==> config.mk <==
export PLATFORM = sky130hd
export DESIGN_NAME = signed_int_to_decimal_ascii
export DESIGN_NICKNAME = d
export VERILOG_FILES = /design/src/hdl/sida_pkg.sv /design/src/hdl/signed_int_to_decimal_ascii.sv
export VERILOG_INCLUDE_DIRS = /design/src /design/src/hdl
export SDC_FILE = /design/constraint.sdc
export NUM_CORES = 1
export LEC_CHECK = 0
export BUFFER_PORTS_ARGS = -buffer_cell sky130_fd_sc_hd__buf_4
export CORE_MARGIN = 2
export CORE_UTILIZATION = 55
export DETAILED_ROUTE_END_ITERATION = 6
export GPL_ROUTABILITY_DRIVEN = 0
export HOLD_SLACK_MARGIN = 0.1
export PLACE_DENSITY = 0.74
export SLEW_MARGIN = 20
export SYNTH_ARGS = -nofsm -noshare
export SYNTH_HDL_FRONTEND = slang
export SYNTH_SLANG_ARGS = --single-unit
==> constraint.sdc <==
create_clock -name aclk -period 5 [get_ports aclk]
set_input_delay 0.5 -clock aclk [delete_from_list [all_inputs] [get_ports aclk]]
set_output_delay 0.5 -clock aclk [all_outputs]
set_load 0.05 [all_outputs]
==> src/hdl/signed_int_to_decimal_ascii_assert.svh <==
// ----------------------------------------------------------------------------
// Assertion macros for signed_int_to_decimal_ascii
// Concurrent assertion wrappers that are empty when SYNTHESIS is defined.
// ----------------------------------------------------------------------------
`ifndef SIGNED_INT_TO_DECIMAL_ASCII_ASSERT_SVH
`define SIGNED_INT_TO_DECIMAL_ASCII_ASSERT_SVH

`ifndef SYNTHESIS
`define SIDA_ASSERT(label, clk, rstn, prop) \
    label: assert property (@(posedge clk) disable iff (!rstn) prop) \
        else $error("signed_int_to_decimal_ascii: assertion failed");
`define SIDA_ASSERT_NEVER(label, clk, rstn, cond) \
    label: assert property (@(posedge clk) disable iff (!rstn) !(cond)) \
        else $error("signed_int_to_decimal_ascii: forbidden condition seen");
`else
`define SIDA_ASSERT(label, clk, rstn, prop)
`define SIDA_ASSERT_NEVER(label, clk, rstn, cond)
`endif

`endif

==> src/hdl/sida_pkg.sv <==
// ----------------------------------------------------------------------------
// sida_pkg
// Widths, character codes and the binary to BCD step for the converter.
// ----------------------------------------------------------------------------
package sida_pkg;

    localparam int VALUE_W        = 32;
    localparam int CHAR_W         = 6;
    localparam int DIGIT_W        = 4;
    localparam int NUM_DIGITS     = 10;
    localparam int BCD_W          = NUM_DIGITS * DIGIT_W;
    localparam int IDX_W          = $clog2(NUM_DIGITS);
    localparam int BITS_PER_STAGE = 4;
    localparam int NUM_CONV       = VALUE_W / BITS_PER_STAGE;

    localparam logic [CHAR_W-1:0] ASCII_ZERO  = 6'd48;
    localparam logic [CHAR_W-1:0] ASCII_MINUS = 6'd45;

    typedef logic [VALUE_W-1:0] value_t;
    typedef logic [BCD_W-1:0]   bcd_t;
    typedef logic [IDX_W-1:0]   idx_t;
    typedef logic [CHAR_W-1:0]  char_t;

    // One double-dabble step: correct every digit of five or more, then shift in a bit.
    function automatic bcd_t dabble_step(bcd_t bcd, logic b);
        bcd_t adj;
        adj = bcd;
        for (int i = 0; i < NUM_DIGITS; i++) begin
            if (bcd[i*DIGIT_W +: DIGIT_W] >= 4'd5) begin
                adj[i*DIGIT_W +: DIGIT_W] = bcd[i*DIGIT_W +: DIGIT_W] + 4'd3;
            end
        end
        return {adj[BCD_W-2:0], b};
    endfunction

endpackage

==> src/hdl/signed_int_to_decimal_ascii.sv <==
// ----------------------------------------------------------------------------
// signed_int_to_decimal_ascii
// Converts a signed 32-bit integer to its decimal ASCII text, one character
// per output item, most significant first, with the last character flagged.
//
//   Channel   Dir   tdata                     tuser   tlast
//   s_        in    [31:0] value              -       -
//   m_        out   [5:0] char_code, pad 0    -       is_last
//
// An input item enters a load stage and eight conversion stages that each
// retire four bits of the magnitude, then passes to the serializer and the
// output register. The serializer sends one character per cycle while m_ is
// not stalled, so an item gives one to eleven characters, set by its sign and
// digit count. Reset clears all valid bits. A stall on m_ holds the
// output register and backs up the pipeline without loss or repetition.
// ----------------------------------------------------------------------------
`include "signed_int_to_decimal_ascii_assert.svh"

module signed_int_to_decimal_ascii (
    input  logic                          aclk,
    input  logic                          aresetn,
    input  logic                          s_tvalid,
    output logic                          s_tready,
    input  logic [sida_pkg::VALUE_W-1:0]  s_tdata,   // [31:0] value
    output logic                          m_tvalid,
    input  logic                          m_tready,
    output logic [7:0]                    m_tdata,   // [5:0] char_code, [7:6] zero
    output logic                          m_tlast    // is_last
);
    import sida_pkg::*;

    localparam int LAST = NUM_CONV;

    logic   v_reg   [LAST+1];
    logic   neg_reg [LAST+1];
    bcd_t   bcd_reg [LAST+1];
    value_t bin_reg [LAST+1];
    logic   stage_ready [LAST+2];

    logic                ser_busy_reg;
    logic                ser_sign_reg;
    idx_t                ser_idx_reg;
    logic [DIGIT_W-1:0]  ser_digit_reg [NUM_DIGITS];
    logic                m_tvalid_reg;
    char_t               m_char_reg;
    logic                m_last_reg;

    logic  out_free;
    logic  ser_ready;
    logic  ser_load;
    idx_t  lead_idx;
    bcd_t  conv_next [LAST+1];
    char_t char_next;
    logic  last_next;

    assign out_free  = !m_tvalid_reg || m_tready;
    assign ser_ready = !ser_busy_reg || (out_free && !ser_sign_reg && ser_idx_reg == '0);
    assign ser_load  = v_reg[LAST] && ser_ready;

    always_comb begin
        stage_ready[LAST+1] = ser_ready;
        for (int k = LAST; k >= 0; k--) begin
            stage_ready[k] = !v_reg[k] || stage_ready[k+1];
        end
    end

    assign s_tready = stage_ready[0];

    always_comb begin
        conv_next[0] = '0;
        for (int k = 1; k <= LAST; k++) begin
            conv_next[k] = bcd_reg[k-1];
            for (int j = 0; j < BITS_PER_STAGE; j++) begin
                conv_next[k] = dabble_step(conv_next[k], bin_reg[k-1][VALUE_W-1-j]);
            end
        end
    end

    always_ff @(posedge aclk) begin
        if (!aresetn) begin
            for (int k = 0; k <= LAST; k++) begin
                v_reg[k] <= 1'b0;
            end
        end else begin
            if (stage_ready[0]) begin
                v_reg[0]   <= s_tvalid;
                neg_reg[0] <= s_tdata[VALUE_W-1];
                bin_reg[0] <= s_tdata[VALUE_W-1] ? (~s_tdata + value_t'(1)) : s_tdata;
                bcd_reg[0] <= conv_next[0];
            end
            for (int k = 1; k <= LAST; k++) begin
                if (stage_ready[k]) begin
                    v_reg[k]   <= v_reg[k-1];
                    neg_reg[k] <= neg_reg[k-1];
                    bin_reg[k] <= {bin_reg[k-1][VALUE_W-BITS_PER_STAGE-1:0],
                                   {BITS_PER_STAGE{1'b0}}};
                    bcd_reg[k] <= conv_next[k];
                end
            end
        end
    end

    always_comb begin
        lead_idx = '0;
        for (int i = 0; i < NUM_DIGITS; i++) begin
            if (bcd_reg[LAST][i*DIGIT_W +: DIGIT_W] != '0) begin
                lead_idx = idx_t'(i);
            end
        end
    end

    always_comb begin
        if (ser_sign_reg) begin
            char_next = ASCII_MINUS;
            last_next = 1'b0;
        end else begin
            char_next = ASCII_ZERO + char_t'(ser_digit_reg[ser_idx_reg]);
            last_next = (ser_idx_reg == '0);
        end
    end

    always_ff @(posedge aclk) begin
        if (!aresetn) begin
            ser_busy_reg <= 1'b0;
            m_tvalid_reg <= 1'b0;
        end else begin
            if (out_free) begin
                m_tvalid_reg <= ser_busy_reg;
                m_char_reg   <= char_next;
                m_last_reg   <= last_next;
            end
            if (ser_load) begin
                ser_busy_reg <= 1'b1;
                ser_sign_reg <= neg_reg[LAST];
                ser_idx_reg  <= lead_idx;
                for (int i = 0; i < NUM_DIGITS; i++) begin
                    ser_digit_reg[i] <= bcd_reg[LAST][i*DIGIT_W +: DIGIT_W];
                end
            end else if (ser_busy_reg && out_free) begin
                if (ser_sign_reg) begin
                    ser_sign_reg <= 1'b0;
                end else if (ser_idx_reg == '0) begin
                    ser_busy_reg <= 1'b0;
                end else begin
                    ser_idx_reg <= ser_idx_reg - idx_t'(1);
                end
            end
        end
    end

    assign m_tvalid = m_tvalid_reg;
    assign m_tdata  = {{(8-CHAR_W){1'b0}}, m_char_reg};
    assign m_tlast  = m_last_reg;

    `SIDA_ASSERT(a_minus_never_last, aclk, aresetn,
        (m_tvalid_reg && m_char_reg == ASCII_MINUS) |-> !m_last_reg)
    `SIDA_ASSERT_NEVER(a_idx_in_range, aclk, aresetn,
        ser_busy_reg && ser_idx_reg > idx_t'(NUM_DIGITS-1))
    `SIDA_ASSERT(a_tail_holds, aclk, aresetn,
        (v_reg[LAST] && !ser_ready) |=> (v_reg[LAST] && $stable(bcd_reg[LAST])))
    `SIDA_ASSERT(a_load_needs_room, aclk, aresetn,
        (ser_load && ser_busy_reg) |-> (out_free && !ser_sign_reg))

endmodule
==> results.cfg <==
[layout]
nets = 3445
final_common_cell = edfxtp_1
postLayoutCellArea_sq_um = 32700
layout-drive-gt1-share_pct = 8.96
fillers = 4269
largest_register_ffs = 185
final_cells = 4000
multiInputGateArea_sq_um = 16800
area_growth_pct = 9.31
register_area_sq_um = 12100
final_cell_mix = 398 x edfxtp_1, 305 x o21ai_0, 302 x a21oi_1
antenna_cells = 0

[status]
outcome = complete, but fails checks
violations = DRC

[sta]
max_slew_margin_pct = 23.5
setup_viol = 0
min_period_ns = 4.39
finalMaxSlewViolations = 0
rsz0062_at_grt = no
max_freq_mhz = 228
skew_ns = 0.0223
hold_viol_final = 0
period_share_pct = 87.8
setup_tns_ns = 0
setup_ws_ns = 0.610
worst_slew_pin_slew_ns = 1.14

[clocking]
cts_hold_buf = 0
clk_path_buf_depth = 3
clock_latency_ns = 0.58
cts_tree = built
cts_root_buf = clkbuf_16
cts_made_buffers = 45
post_cts_resized = 0
clk_pin_slew_ns = 0.06
cts_setup_buffers = 0
cts_sinks = 404
cts.htree.levels = 2

[synth]
syn_inst = 3251
ys_types = 96
synthArstFlopShare_pct = 0
synth-edff-count = 398
dominantRegCellSynth = edfxtp_1
syn_avg_cell_area_sq_um = 9.19
ys_ff_latch = 404
yosysSeqAreaShare_pct = 40.4
syn-cell-area_sq_um = 29900
yosys_warnings = 0

[global_routing]
grt_max_degree = 43
grt_use_met1_pct = 23.5
grtUsageMet2_pct = 38.2
antenna_found_initial = 0
grt.total_usage_pct = 20.2
overflow = 0
gr-usage-met3_pct = 2.53
first_global_vias = 22500
grt_pass1_wl_um = 98700
busiest_layer = met2

[critical_path]
crit_type = register to register
endpoint = bcd_reg[0][358]$_DFFE_PP_
arrival_ns = 4.70
required_ns = 5.31
critPathLaunch = bcd_reg[0][312]$_DFFE_PP_
reg2reg_slack_ns = 0.61
cp-end-kind = register
cp_slowest_stage_delay_ns = 0.64
start_kind = register
rr_worst_depth = 18
cp_max_fo = 9
timing.rr.end = bcd_reg[0][358]$_DFFE_PP_
cp_slowest_cell = mux2i_1
rr_startpoint = bcd_reg[0][312]$_DFFE_PP_
crit_path_cell_trace = ha_1 -> nand2b_1 -> a21oi_1 -> mux2i_1 -> o21ai_0 -> xnor2_1 -> inv_1 -> ha_1 -> inv_1 -> ha_1 -> a21oi_1 -> xor2_1 -> ha_1 -> inv_1 -> o21ai_0 -> o21ai_0 -> nand2_1 -> o21ai_0

[drt]
drt_iter0_drc = 1580
drtAntennaViolNets = 0
wl_per_cell_um = 14.6
vias = 24200
vias_per_cell = 6.05
firstDrtPassIters = 7
routed_wl_um = 58200
drcViolationCount = 4

[floorplanning]
initial_core_util_pct = 55.6
rows = 85
die_y_um = 237
core_sq_um = 53700
io_pins = 47
die-area_sq_um = 56200
dieWidth_um = 237

[place]
dp_hpwl_um = 42200
dp_slack_ns = 0.680
io_buffer_count = 43
placed_area_sq_um = 30900
placed_cells = 3913

[worst_hold_path]
hp-start = s_tdata[0]
hold_class = input port to register

[run]
maxCapViolCount = 0
cell usage after synthesis, drive strengths merged (70+ instances only):
master | number | share of area [%]
a21oi | 322 | 5.6
a31oi | 72 | 1.5
clkbuf | 84 | 1.1
edfxtp | 398 | 40
ha | 142 | 5.9
inv | 191 | 2.4
mux2 | 73 | 2.8
mux2i | 87 | 2.9
nand2 | 280 | 3.5
nand2b | 70 | 1.5
nor2 | 290 | 3.6
o21ai | 321 | 5.4
xnor2 | 153 | 4.5
logic make-up (layout without fill, tap and decap cells):
family          count (synthesis)  in the layout  synth area share [%]
fa+ha+maj                     147            147                  6.12
compound gates               1079           1079                  22.3
simple gates                  977            977                  15.7
buf+inv                       288            340                  3.69
other cells                     2              3                0.0251
flops                         404            404                  40.4
mux                           168            168                  6.27
xor+xnor                      186            186                  5.50
worst min path at each step:
stage          cells past startpoint                   endpoint  slack, ns
5_1_grt                            1    bin_reg[0][0]$_DFFE_PP_       0.13
4_1_cts                            1    bin_reg[0][0]$_DFFE_PP_       0.12
2_1_floorplan                      0  bcd_reg[0][120]$_DFFE_PP_       0.40
3_3_place_gp                       0    neg_reg[0][5]$_DFFE_PP_       0.40
3_5_place_dp                       0  bcd_reg[0][160]$_DFFE_PP_       0.40
6_report                           1    bin_reg[0][0]$_DFFE_PP_       0.15
metrics by stage:
stage	util [%]	hold slack, ns
6_report	60.8	0.154
5_1_grt	60.8	0.127
4_1_cts	60.6	0.121
3_5_place_dp	57.6	0.405
3_3_place_gp	57.6	0.401
2_1_floorplan	-	0.400
per-layer routing:
metal  up-vias  part of all wire (%)  routed length, um
met5         -                     0                  0
met4         0                   2.5               1470
met3       102                   3.8               2200
met2       539                    52              30300
met1     11400                    42              24300
li1      12100                     -                  -
critical path: cells and delay by family (launching register included):
family | cells | cell delay, ns
compound gates | 6 | 1.27
fa+ha+maj | 4 | 0.79
mux | 1 | 0.64
xor+xnor | 2 | 0.54
flops | 1 | 0.43
simple gates | 2 | 0.26
buf+inv | 3 | 0.19
cell type report:
type,instances,share of cell area [%]
Clock inverter,25,1.26
Sequential cell,404,37.0
Timing Repair Buffer,65,1.66
Clock buffer,59,3.70
Multi-Input combinational cell,2560,51.6
Inverter,191,2.20
Tap cell,696,2.67
Power is left out: the tool's default activity adds up to more than one toggle a clock period on the data nets, which glitch-free logic cannot reach.
